--- src/hdl/asc_pkg.sv ---
// Shared types, constants and conversion law table for the ADC conditioning filter.
// No dependencies; imported by every module of the block.
`timescale 1ns / 1ps

package asc_pkg;

  localparam int unsigned MUL_A_W = 32;
  localparam int unsigned MUL_B_W = 25;
  localparam int unsigned MUL_P_W = MUL_A_W + MUL_B_W;

  // Reciprocal scale: q0 = (n * floor(2^32 / d)) >> 32, then one correction step.
  localparam int unsigned RCP_SHIFT = 32;

  localparam logic [15:0]        DIV_FILT = 16'd255;
  localparam logic [MUL_B_W-1:0] RCP_FILT = 25'd16843009;

  typedef enum logic [1:0] {
    REG_MODE   = 2'd0,
    REG_WEIGHT = 2'd1,
    REG_UPPER  = 2'd2,
    REG_LOWER  = 2'd3
  } reg_idx_e;

  typedef enum logic [1:0] {
    MODE_TEMP   = 2'd0,
    MODE_BATT   = 2'd1,
    MODE_CURR   = 2'd2,
    MODE_UNUSED = 2'd3
  } mode_e;

  typedef enum logic [3:0] {
    ST_IDLE,
    ST_MUL_LAW,
    ST_ABS_LAW,
    ST_MUL_RCP,
    ST_MUL_BACK,
    ST_FIX,
    ST_SAT,
    ST_DIFF,
    ST_MUL_K,
    ST_SUM,
    ST_DONE
  } st_e;

  typedef struct packed {
    logic [1:0]  mode;
    logic [7:0]  weight;
    logic [15:0] upper;
    logic [15:0] lower;
  } cfg_t;

  // Linear law: n = offs - coef*r (sub) or coef*r, then n / divisor.
  typedef struct packed {
    logic [31:0]        offs;
    logic [MUL_B_W-1:0] coef;
    logic [15:0]        divisor;
    logic [MUL_B_W-1:0] rcp;
    logic               sub;
  } law_t;

  function automatic law_t law_of(mode_e mode);
    law_t law;
    unique case (mode)
      MODE_TEMP: law = '{offs: 32'd407998500, coef: 25'd220000, divisor: 16'd11739,
                         rcp: 25'd365871, sub: 1'b1};
      MODE_BATT: law = '{offs: 32'd0, coef: 25'd5060, divisor: 16'd819,
                         rcp: 25'd5244160, sub: 1'b0};
      MODE_CURR: law = '{offs: 32'd2384452980, coef: 25'd1169520, divisor: 16'd40950,
                         rcp: 25'd104883, sub: 1'b1};
      default:   law = '{offs: 32'd0, coef: 25'd0, divisor: DIV_FILT,
                         rcp: RCP_FILT, sub: 1'b1};
    endcase
    return law;
  endfunction

endpackage

--- src/hdl/asc_mul_unit.sv ---
// Shared unsigned multiplier with registered product for the conditioning filter.
// Depends on asc_pkg for operand widths.
`timescale 1ns / 1ps

module asc_mul_unit (
  input  logic                        clk_i,
  input  logic                        en_i,
  input  logic [asc_pkg::MUL_A_W-1:0] a_i,
  input  logic [asc_pkg::MUL_B_W-1:0] b_i,
  output logic [asc_pkg::MUL_P_W-1:0] p_o
);
  import asc_pkg::*;

  logic [MUL_P_W-1:0] p_q;
  logic [MUL_P_W-1:0] p_d;

  assign p_d = {{MUL_B_W{1'b0}}, a_i} * {{MUL_A_W{1'b0}}, b_i};

  always_ff @(posedge clk_i) begin
    if (en_i) begin
      p_q <= p_d;
    end
  end

  assign p_o = p_q;

endmodule

--- src/hdl/asc_cfg_regs.sv ---
// APB-style configuration registers of the conditioning filter.
// Depends on asc_pkg for the register index codes and the cfg_t struct.
`timescale 1ns / 1ps

module asc_cfg_regs (
  input  logic          clk_i,
  input  logic          rst_ni,
  input  logic          psel,
  input  logic          penable,
  input  logic          pwrite,
  input  logic [3:0]    paddr,
  input  logic [31:0]   pwdata,
  output logic [31:0]   prdata,
  output logic          pready,
  output asc_pkg::cfg_t cfg_o
);
  import asc_pkg::*;

  cfg_t     cfg_q;
  cfg_t     cfg_d;
  reg_idx_e idx;
  logic     wr_en;

  assign idx    = reg_idx_e'(paddr[3:2]);
  assign wr_en  = psel && penable && pwrite;
  assign pready = 1'b1;

  always_comb begin
    cfg_d = cfg_q;
    if (wr_en) begin
      unique case (idx)
        REG_MODE:   cfg_d.mode   = pwdata[1:0];
        REG_WEIGHT: cfg_d.weight = pwdata[7:0];
        REG_UPPER:  cfg_d.upper  = pwdata[15:0];
        REG_LOWER:  cfg_d.lower  = pwdata[15:0];
        default:    cfg_d = cfg_q;
      endcase
    end
  end

  always_comb begin
    unique case (idx)
      REG_MODE:   prdata = {30'd0, cfg_q.mode};
      REG_WEIGHT: prdata = {24'd0, cfg_q.weight};
      REG_UPPER:  prdata = {16'd0, cfg_q.upper};
      REG_LOWER:  prdata = {16'd0, cfg_q.lower};
      default:    prdata = 32'd0;
    endcase
  end

  always_ff @(posedge clk_i or negedge rst_ni) begin
    if (!rst_ni) begin
      cfg_q <= '{mode: 2'd0, weight: 8'd0, upper: 16'hFFFF, lower: 16'd0};
    end else begin
      cfg_q <= cfg_d;
    end
  end

  assign cfg_o = cfg_q;

endmodule

--- src/hdl/asc_core.sv ---
// Sequencer and datapath of the conditioning filter: law, exact division by
// reciprocal plus correction, smoothing and limit check on one shared multiplier.
// Depends on asc_pkg and asc_mul_unit.
`timescale 1ns / 1ps

module asc_core (
  input  logic               clk_i,
  input  logic               rst_ni,
  input  asc_pkg::cfg_t      cfg_i,
  input  logic               in_valid_i,
  output logic               in_stall_o,
  input  logic [11:0]        raw_sample_i,
  output logic               out_valid_o,
  input  logic               out_stall_i,
  output logic signed [15:0] converted_value_o,
  output logic signed [15:0] filtered_value_o,
  output logic               out_of_range_o,
  output logic               fault_latched_o
);
  import asc_pkg::*;

  st_e st_q, st_d;
  logic phase_q, phase_d;   // 0: law division, 1: smoothing division
  logic out_valid_q, out_valid_d;
  logic fault_q, fault_d;
  logic signed [15:0] y_q, y_d;

  logic [11:0]        r_q, r_d;
  logic [31:0]        n_q, n_d;
  logic               neg_q, neg_d;
  logic [16:0]        q_q, q_d;
  logic signed [15:0] x_q, x_d;
  logic signed [15:0] cv_q, cv_d;
  logic signed [15:0] fv_q, fv_d;
  logic               oor_q, oor_d;
  logic               flt_q, flt_d;

  logic               mul_en;
  logic [MUL_A_W-1:0] mul_a;
  logic [MUL_B_W-1:0] mul_b;
  logic [MUL_P_W-1:0] prod;

  law_t               law;
  logic [15:0]        div;
  logic [MUL_B_W-1:0] rcp;
  logic [16:0]        q0;
  logic signed [33:0] num;
  logic signed [33:0] num_abs;
  logic [31:0]        rem;
  logic signed [17:0] qs;
  logic signed [16:0] diff;
  logic signed [16:0] diff_abs;
  logic signed [25:0] x_ext;
  logic signed [25:0] x255;
  logic signed [25:0] kp;
  logic signed [25:0] sum;
  logic signed [25:0] sum_abs;
  logic               oor;

  asc_mul_unit u_mul (
    .clk_i (clk_i),
    .en_i  (mul_en),
    .a_i   (mul_a),
    .b_i   (mul_b),
    .p_o   (prod)
  );

  assign law = law_of(mode_e'(cfg_i.mode));
  assign div = phase_q ? DIV_FILT : law.divisor;
  assign rcp = phase_q ? RCP_FILT : law.rcp;
  assign q0  = prod[RCP_SHIFT+16:RCP_SHIFT];

  assign num = law.sub ? ($signed({2'b00, law.offs}) - $signed({1'b0, prod[32:0]}))
                       : $signed({1'b0, prod[32:0]});
  assign num_abs = num[33] ? -num : num;
  assign rem     = n_q - prod[31:0];
  assign qs      = neg_q ? -$signed({1'b0, q_q}) : $signed({1'b0, q_q});

  assign diff     = $signed({y_q[15], y_q}) - $signed({x_q[15], x_q});
  assign diff_abs = diff[16] ? -diff : diff;

  assign x_ext   = {{10{x_q[15]}}, x_q};
  assign x255    = (x_ext <<< 8) - x_ext;
  assign kp      = $signed({2'b00, prod[23:0]});
  assign sum     = neg_q ? (x255 - kp) : (x255 + kp);
  assign sum_abs = sum[25] ? -sum : sum;

  assign oor = (qs >= $signed({2'b00, cfg_i.upper})) || (qs <= $signed({2'b00, cfg_i.lower}));

  always_comb begin
    st_d        = st_q;
    phase_d     = phase_q;
    fault_d     = fault_q;
    y_d         = y_q;
    r_d         = r_q;
    n_d         = n_q;
    neg_d       = neg_q;
    q_d         = q_q;
    x_d         = x_q;
    cv_d        = cv_q;
    fv_d        = fv_q;
    oor_d       = oor_q;
    flt_d       = flt_q;
    mul_en      = 1'b0;
    mul_a       = '0;
    mul_b       = '0;
    in_stall_o  = 1'b1;
    out_valid_d = out_valid_q && out_stall_i;

    unique case (st_q)
      ST_IDLE: begin
        in_stall_o = 1'b0;
        if (in_valid_i) begin
          r_d     = raw_sample_i;
          phase_d = 1'b0;
          st_d    = ST_MUL_LAW;
        end
      end
      ST_MUL_LAW: begin
        mul_en = 1'b1;
        mul_a  = {20'd0, r_q};
        mul_b  = law.coef;
        st_d   = ST_ABS_LAW;
      end
      ST_ABS_LAW: begin
        n_d   = num_abs[31:0];
        neg_d = num[33];
        st_d  = ST_MUL_RCP;
      end
      ST_MUL_RCP: begin
        mul_en = 1'b1;
        mul_a  = n_q;
        mul_b  = rcp;
        st_d   = ST_MUL_BACK;
      end
      ST_MUL_BACK: begin
        // Multiply the estimate back to get the remainder.
        mul_en = 1'b1;
        mul_a  = {15'd0, q0};
        mul_b  = {9'd0, div};
        q_d    = q0;
        st_d   = ST_FIX;
      end
      ST_FIX: begin
        if (rem >= {16'd0, div}) begin
          q_d = q_q + 17'd1;
        end
        st_d = phase_q ? ST_DONE : ST_SAT;
      end
      ST_SAT: begin
        if (qs > 18'sd32767) begin
          x_d = 16'sh7FFF;
        end else if (qs < -18'sd32768) begin
          x_d = 16'sh8000;
        end else begin
          x_d = qs[15:0];
        end
        st_d = ST_DIFF;
      end
      ST_DIFF: begin
        n_d   = {16'd0, diff_abs[15:0]};
        neg_d = diff[16];
        st_d  = ST_MUL_K;
      end
      ST_MUL_K: begin
        mul_en = 1'b1;
        mul_a  = {16'd0, n_q[15:0]};
        mul_b  = {17'd0, cfg_i.weight};
        st_d   = ST_SUM;
      end
      ST_SUM: begin
        // 255*x + k*(y_prev - x) equals (255-k)*x + k*y_prev.
        n_d     = {8'd0, sum_abs[23:0]};
        neg_d   = sum[25];
        phase_d = 1'b1;
        st_d    = ST_MUL_RCP;
      end
      ST_DONE: begin
        // Hold until the output slot is free.
        if (!out_valid_q || !out_stall_i) begin
          cv_d        = x_q;
          fv_d        = qs[15:0];
          oor_d       = oor;
          flt_d       = fault_q || oor;
          y_d         = qs[15:0];
          fault_d     = fault_q || oor;
          out_valid_d = 1'b1;
          st_d        = ST_IDLE;
        end
      end
      default: st_d = ST_IDLE;
    endcase
  end

  always_ff @(posedge clk_i or negedge rst_ni) begin
    if (!rst_ni) begin
      st_q        <= ST_IDLE;
      phase_q     <= 1'b0;
      out_valid_q <= 1'b0;
      fault_q     <= 1'b0;
      y_q         <= 16'sd0;
    end else begin
      st_q        <= st_d;
      phase_q     <= phase_d;
      out_valid_q <= out_valid_d;
      fault_q     <= fault_d;
      y_q         <= y_d;
    end
  end

  always_ff @(posedge clk_i) begin
    r_q   <= r_d;
    n_q   <= n_d;
    neg_q <= neg_d;
    q_q   <= q_d;
    x_q   <= x_d;
    cv_q  <= cv_d;
    fv_q  <= fv_d;
    oor_q <= oor_d;
    flt_q <= flt_d;
  end

  assign out_valid_o       = out_valid_q;
  assign converted_value_o = cv_q;
  assign filtered_value_o  = fv_q;
  assign out_of_range_o    = oor_q;
  assign fault_latched_o   = flt_q;

endmodule

--- src/hdl/adc_sample_condition_filter.sv ---
// ADC sample conditioning filter: a 12-bit reading goes through the selected linear
// law (chip temperature in 0.01 degC, battery mV, or current in 0.1 mA), truncated
// toward zero and saturated to int16, then through an exponential moving average
// with weight k/255 on the previous value, and a limit check with a sticky fault.
// A sample is accepted only while the sequencer is idle; it then walks a single
// shared multiplier through six products (the law, two for each of the two exact
// divisions by reciprocal with a remainder fix, and the smoothing weight). The
// result sits in an output register, so a new sample is taken while it waits.
// Configure the registers only while no sample is in flight.
// Depends on asc_pkg, asc_cfg_regs, asc_core.
`timescale 1ns / 1ps

module adc_sample_condition_filter (
  input  logic               clk_i,
  input  logic               rst_ni,
  input  logic               psel,
  input  logic               penable,
  input  logic               pwrite,
  input  logic [3:0]         paddr,
  input  logic [31:0]        pwdata,
  output logic [31:0]        prdata,
  output logic               pready,
  input  logic               in_valid_i,
  output logic               in_stall_o,
  input  logic [11:0]        raw_sample_i,
  output logic               out_valid_o,
  input  logic               out_stall_i,
  output logic signed [15:0] converted_value_o,
  output logic signed [15:0] filtered_value_o,
  output logic               out_of_range_o,
  output logic               fault_latched_o
);
  import asc_pkg::*;

  cfg_t cfg;

  asc_cfg_regs u_cfg (
    .clk_i   (clk_i),
    .rst_ni  (rst_ni),
    .psel    (psel),
    .penable (penable),
    .pwrite  (pwrite),
    .paddr   (paddr),
    .pwdata  (pwdata),
    .prdata  (prdata),
    .pready  (pready),
    .cfg_o   (cfg)
  );

  asc_core u_core (
    .clk_i             (clk_i),
    .rst_ni            (rst_ni),
    .cfg_i             (cfg),
    .in_valid_i        (in_valid_i),
    .in_stall_o        (in_stall_o),
    .raw_sample_i      (raw_sample_i),
    .out_valid_o       (out_valid_o),
    .out_stall_i       (out_stall_i),
    .converted_value_o (converted_value_o),
    .filtered_value_o  (filtered_value_o),
    .out_of_range_o    (out_of_range_o),
    .fault_latched_o   (fault_latched_o)
  );

endmodule

--- config.mk ---
export PLATFORM = sky130hd
export DESIGN_NAME = adc_sample_condition_filter
export DESIGN_NICKNAME = d
export VERILOG_FILES = /design/src/hdl/asc_pkg.sv /design/src/hdl/asc_mul_unit.sv /design/src/hdl/asc_cfg_regs.sv /design/src/hdl/asc_core.sv /design/src/hdl/adc_sample_condition_filter.sv
export SDC_FILE = /design/constraint.sdc
export NUM_CORES = 2
export LEC_CHECK = 0
export BUFFER_PORTS_ARGS = -buffer_cell sky130_fd_sc_hd__buf_4
export CAP_MARGIN = 20
export CORE_MARGIN = 5
export CORE_UTILIZATION = 60
export CTS_CLUSTER_DIAMETER = 200
export DETAILED_ROUTE_END_ITERATION = 7
export GPL_TIMING_DRIVEN = 0
export PLACE_DENSITY = 0.85
export REMOVE_ABC_BUFFERS = 1
export SLEW_MARGIN = 20
export SYNTH_ARGS = -nofsm -noshare
export SYNTH_HDL_FRONTEND = slang
export SYNTH_SLANG_ARGS = --single-unit
--- constraint.sdc ---
create_clock -name clk_i -period 21 [get_ports clk_i]
set_input_delay 2.1 -clock clk_i [delete_from_list [all_inputs] [get_ports clk_i]]
set_output_delay 2.1 -clock clk_i [all_outputs]
set_load 0.1 [all_outputs]
# ---- Word-level counts from Yosys, hierarchy flattened
# Index checks and enable logic that the tools add are counted.
# W data, S select, Z words.
dict set report word_totals {
  out_inout_bits 69
  input_bits 55
  word_cells 106
  ff_bits 226
}
dict set report op_classes {
  muxes 27
  n_reduce_logical 25
  addsub 11
  magnitude_cmp 5
  n_mul 1
  eq_ne 18
}
# op count
set op_table {}
lappend op_table {{$pmux W99 S3} 1}
lappend op_table {{$pmux W32 S4} 2}
lappend op_table {{$pmux W25 S4} 1}
lappend op_table {{$pmux W32 S3} 1}
lappend op_table {{$mul A32 B25 Y49} 1}
lappend op_table {{$mux W16} 3}
lappend op_table {{$pmux W4 S10} 1}
lappend op_table {{$mux W34} 1}
lappend op_table {{$pmux W17 S2} 1}
lappend op_table {{$sub A32 B33 Y34} 1}
lappend op_table {{$ge A32 B16 Y1} 1}
lappend op_table {{$mux W32} 1}
lappend op_table {{$neg A32 Y32} 1}
lappend op_table {{$sub A32 B32 Y32} 1}
lappend op_table {{$add A25 B25 Y26} 1}
lappend op_table {{$mux W26} 1}
lappend op_table {{$sub A25 B25 Y26} 1}
lappend op_table {{$mux W25} 1}
lappend op_table {{$sub A24 B16 Y25} 1}
lappend op_table {{$mux W24} 1}
lappend op_table {{$neg A24 Y24} 1}
lappend op_table {{$ge A18 B17 Y1} 1}
lappend op_table {{$gt A18 B16 Y1 const B} 1}
lappend op_table {{$le A18 B17 Y1} 1}
lappend op_table {{other kinds (29)} 60}

# ---- Logic depth before layout (Yosys ltp)
dict set report logic_depth {
  word_depth 7
  ltp_mapped 37
  depth_no_buf 32
}

# ---- Modules after synthesis
# Synthesis repeated with hierarchy kept, for this count alone.
dict set report hier_totals {
  hier_cells 5131
  hier_area_um2 45976.6
}
# mod seq_area_each_um2 area_per_inst_um2 cells_per_inst instances
set by_module_without_submodules {}
lappend by_module_without_submodules {asc_mul_unit 1711.6 27851.7 3039 1}
lappend by_module_without_submodules {asc_core 3938.8 15977.8 1946 1}
lappend by_module_without_submodules {asc_cfg_regs 1071.0 2147.1 146 1}

# ---- Worst setup path after synthesis
# OpenSTA, ideal clock, no wires.
dict set report synth_timing {
  kind {reg-to-reg}
  startpoint {reg u_cfg.cfg_q, in the netlist u_cfg.cfg_o[41]}
  endpoint {reg u_core.u_mul.p_q[43], in the netlist u_core.u_mul.p_o[43], data pin}
  path_stages_with_launch 36
  setup_slack_ps 11456
  synth_period_minus_slack_ps 9544
  required_ps 20734
  setup_ps 266
  path_buffers 6
  arrival_time_ps 9278
  path_cell_list {dfrtp_1 -> inv_1 -> ha_1 -> clkbuf_1 -> clkbuf_1 -> clkbuf_1 -> clkbuf_1 -> buf_1 -> a22oi_1 -> a21oi_1 -> clkbuf_1 -> nand2_1 -> fa_1 -> fa_1 -> inv_1 -> fa_1 -> inv_1 -> fa_1 -> inv_1 -> fa_1 -> fa_1 -> inv_1 -> fa_1 -> inv_1 -> ha_1 -> and3_1 -> o21a_1 -> a311oi_1 -> o2111ai_1 -> a31oi_1 -> o31ai_1 -> or3_1 -> a21o_1 -> a221oi_1 -> o21ai_0 -> xor2_1}
}
dict set report synth_via {
  elab_chain_cells 5
  word_cells_on_any_way 8
  cone_classes {mul: 1; eq/ne: 2; mux: 4; reduce/logical: 1}
}
# item line
set synth_rtl {}
lappend synth_rtl {{from (decl)} asc_cfg_regs.sv:19} ;# cfg_t cfg_q;
lappend synth_rtl {{from (signal assigned)} asc_cfg_regs.sv:53} ;# cfg_q <= '{mode: 2'd0, weight: 8'd0, upper: 16'hFFFF, lower: 16'd0};
lappend synth_rtl {{from (signal assigned)} asc_cfg_regs.sv:55} ;# cfg_q <= cfg_d;
lappend synth_rtl {{$eq A2 B2 Y1 (tied with other cells)} asc_pkg.sv:63} ;# unique case (mode)
lappend synth_rtl {{$pmux W99 S3 *} asc_pkg.sv:63}
lappend synth_rtl {{$mux W16 or $mux W25 (tied branches)} {asc_core.sv:69, asc_core.sv:70}}
lappend synth_rtl {{$pmux W25 S4 *} asc_core.sv:110} ;# unique case (st_q)
lappend synth_rtl {{$mul A32 B25 Y49 *} asc_mul_unit.sv:17} ;# assign p_d = {{MUL_B_W{1'b0}}, a_i} * {{MUL_A_W{1'b0}}, b_i};
lappend synth_rtl {{via u_core.u_mul.p_d[43]} asc_mul_unit.sv:15} ;# logic [MUL_P_W-1:0] p_d;
lappend synth_rtl {{to (signal assigned)} asc_mul_unit.sv:21} ;# p_q <= p_d;
lappend synth_rtl {{to (decl)} asc_mul_unit.sv:14} ;# logic [MUL_P_W-1:0] p_q;
# The timed path passes the listed nets; every way through them passes the cells marked *.
# A chain may end at the register's enable or synchronous reset.

# ---- Final worst setup path
dict set report layout_timing {
  startpoint {reg u_cfg.cfg_q, in the netlist u_cfg.cfg_o[41]}
  endpoint {reg u_core.u_mul.p_q[47], in the netlist u_core.u_mul.p_o[47], data pin}
}
# Same word-level chain as after synthesis.

==> flow_summary.toml <==
[status]
run_status = "finished clean"

[die]
initial_utilization_pct = 60.6
coreArea_mm2 = 0.0674
die_w_um = 271
io-pin-count = 124
rows = 95
die_h_um = 271
die-area_mm2 = 0.0734

[sta]
tightest_slew_ns = 1.23
period_share_pct = 57.2
finalHoldViolCount = 0
tns_ns = 0
finalSetupViolCount = 0
rsz0062_at_grt = "false"
post-route-min-period_ns = 12.02
slew_viol_final = 0
setup_ws_ns = 8.98
maxSlewHeadroom_pct = 17.7
max_freq_ghz = 0.0832
fin_worst_skew_ns = 0.0210

[logic_synthesis]
synth.area.mux_share_pct = 1.42
avgSynthCellArea_um2 = 8.71
synth_top_family_by_area = "adder cells"
syn-cell-area_mm2 = 0.0409
synthAdderAreaFrac_pct = 39.7
synth_seq_cells = 226
synth-compound-area-share_pct = 12.1
synthXorXnorAreaFrac_pct = 5.64
ys.flop_type = "edfxtp_1"
yosysWarnings = 0
synth_seq_area_share_pct = 15.9
synthArstFlopShare_pct = 28.8
synth-simple-area-share_pct = 14.6
synth-edff-count = 161
syn-instance-count = 4693
ys_types = 98

[min_path]
min_path_cells = 1
hp-class = "register to register"

[global_route]
grt-ovfl-total = 0
grt_max_degree = 66
antenna_found_initial = 0
track_usage_pct = 33.9
grt_pass1_vias = 35000
grt_pass1_wl_mm = 195

[finish]
stdcell_count = 5660
drive_gt1_share_pct = 6.18
mostFrequentLayoutCells = "inv_1, fa_1, nand2_1"
multi_input_area_mm2 = 0.0306
ff_latch_area_mm2 = 0.00648
layout_commonest_cell = "inv_1"
area_growth_pct = 7.06
antenna_cells = 0
finalNetCount = 5770
fillCellCount = 5278

[clocking]
clock-sinks = 226
cts_setup_buffers = 0
htree_levels = 1
clk_transition_reported_paths_ns = 0.07
clk_latency_ns = 0.58
cts_buffer_depth = 3
ctsHoldBuffers = 0
ctsResizeCount = 0
cts-buffers-inserted = 26
clockRootBuffer = "clkbuf_16"
cts_tree = "done"

[route]
drc_errors = 0
route.final.wire_length_mm = 126
drt_iter0_drc = 4007
post_drt_wl_per_cell_um = 22.3
vias = 34600
viasPerCell = 6.11
firstDrtPassIters = 6
postRouteAntennaNets = 0

[placement]
place_hpwl_mm = 103
dp_cells = 5610
finalWeightedCongestion = 1.03
place_ws_ns = 9.56
port_buffers = 88

[setup_path]
cpPeakStageDelay_ns = 0.84
critPathLaunchType = "register"
reg2regPathDepth = 31
end_kind = "register"
worstPathArrival_ns = 12.33
path_max_fanout = 28
crit_path_top_delay_cell = "nand3_1"
critPathKind = "register to register"
cp.required_ns = 21.31

[flow_run]
drv_cap = 0
==> critical path: cells and delay by family, from the launching register on <==
family | cells | cell delay, ns
compound gates | 9 | 3.30
xor+xnor | 1 | 0.19
fa+ha+maj | 9 | 4.30
buf+inv | 7 | 1.38
flops | 1 | 0.47
simple gates | 5 | 2.08
==> kinds of logic after synthesis <==
family	after synthesis
buffers and inverters	1134
DFF	226
other	2
and+or+nand+nor	1312
adders and majority gates	948
AOI/OAI and AO/OA	756
xor gates and xnor gates	263
muxes	52
==> worst paths after layout <==
path                            startpoint                    to  slack (ns)
min in group asynchronous           rst_ni       u_cfg.cfg_o[12]        1.63
max in group asynchronous           rst_ni        u_core.phase_q       18.80
setup / recovery           u_cfg.cfg_o[41]  u_core.u_mul.p_o[47]        8.98
hold / removal              u_core.fault_q        u_core.fault_q        0.48
setup reg to reg           u_cfg.cfg_o[41]  u_core.u_mul.p_o[47]        8.98
hold reg to reg             u_core.fault_q        u_core.fault_q        0.48
==> synthesized netlist by cell type, drive strengths merged (13+ instances only) <==
cell type  instances  area share [%]
a211oi            26            0.49
a21o              78             1.4
a21oi            176             2.2
a22oi             33            0.61
a31oi             34            0.52
and2              33            0.52
and3              58            0.89
buf               32            0.48
clkbuf           145             1.3
dfrtp             49             3.0
dfstp             16             1.0
edfxtp           161              12
fa               584              29
ha               364              11
inv              953             8.8
mux2              28            0.77
mux2i             22            0.54
nand2            472             4.3
nand2b            33            0.51
nand3             72            0.89
nand4             27            0.43
nor2             430             3.9
nor2b             27            0.41
nor3              49            0.62
nor4              23            0.40
o211ai            15            0.28
o21a              28            0.51
o21ai            187             2.3
o21bai            21            0.39
o22ai             13            0.20
o31ai             19            0.36
or2               13            0.20
or3               22            0.34
xnor2            197             4.2
xor2              66             1.4
==> through the flow <==
stage          hold slack [ns]  instance area, um2  utilization (%)
2_1_floorplan            0.420               40500                -
3_3_place_gp             0.431               42300             62.7
3_5_place_dp             0.459               42800             63.5
4_1_cts                  0.477               43700             64.9
5_1_grt                  0.503               43800             64.9
6_report                 0.481               43800             64.9
==> flip-flops by register name, summed over array words and instances, names as in the netlist <==
register and count:
u_core.r_q 12, u_core.n_q 32, u_core.filtered_value_o 16, u_core.out_of_range_o 1
u_core.u_mul.p_o 49, u_core.converted_value_o 16, u_core.fault_latched_o 1, u_core.q_q 17
u_core.x_q 16, u_core.out_valid_o 1, u_core.st_q 4, u_cfg.cfg_o 42
u_core.neg_q 1, u_core.phase_q 1, u_core.fault_q 1, u_core.y_q 16
==> layer usage <==
layer  GRT usage (%)  vias to the layer above  routed length, um
li1                -                    15200                  -
met1            43.6                    16800              46700
met2            53.0                     2092              56100
met3            8.36                      542              14500
met4            18.7                        0               8920
met5               0                        -                  0
==> final cells by class <==
class,count,share of cell area [%]
multi-input cells,3432,69.9
flip-flops and latches,226,14.8
inverters,957,8.21
well taps,873,2.50
repair buffers,124,2.44
clock buffers,30,1.54
clock inverters,18,0.589
Power is not shown: default switching activity piles up to over one toggle a cycle in this logic, so the estimate is an artifact.
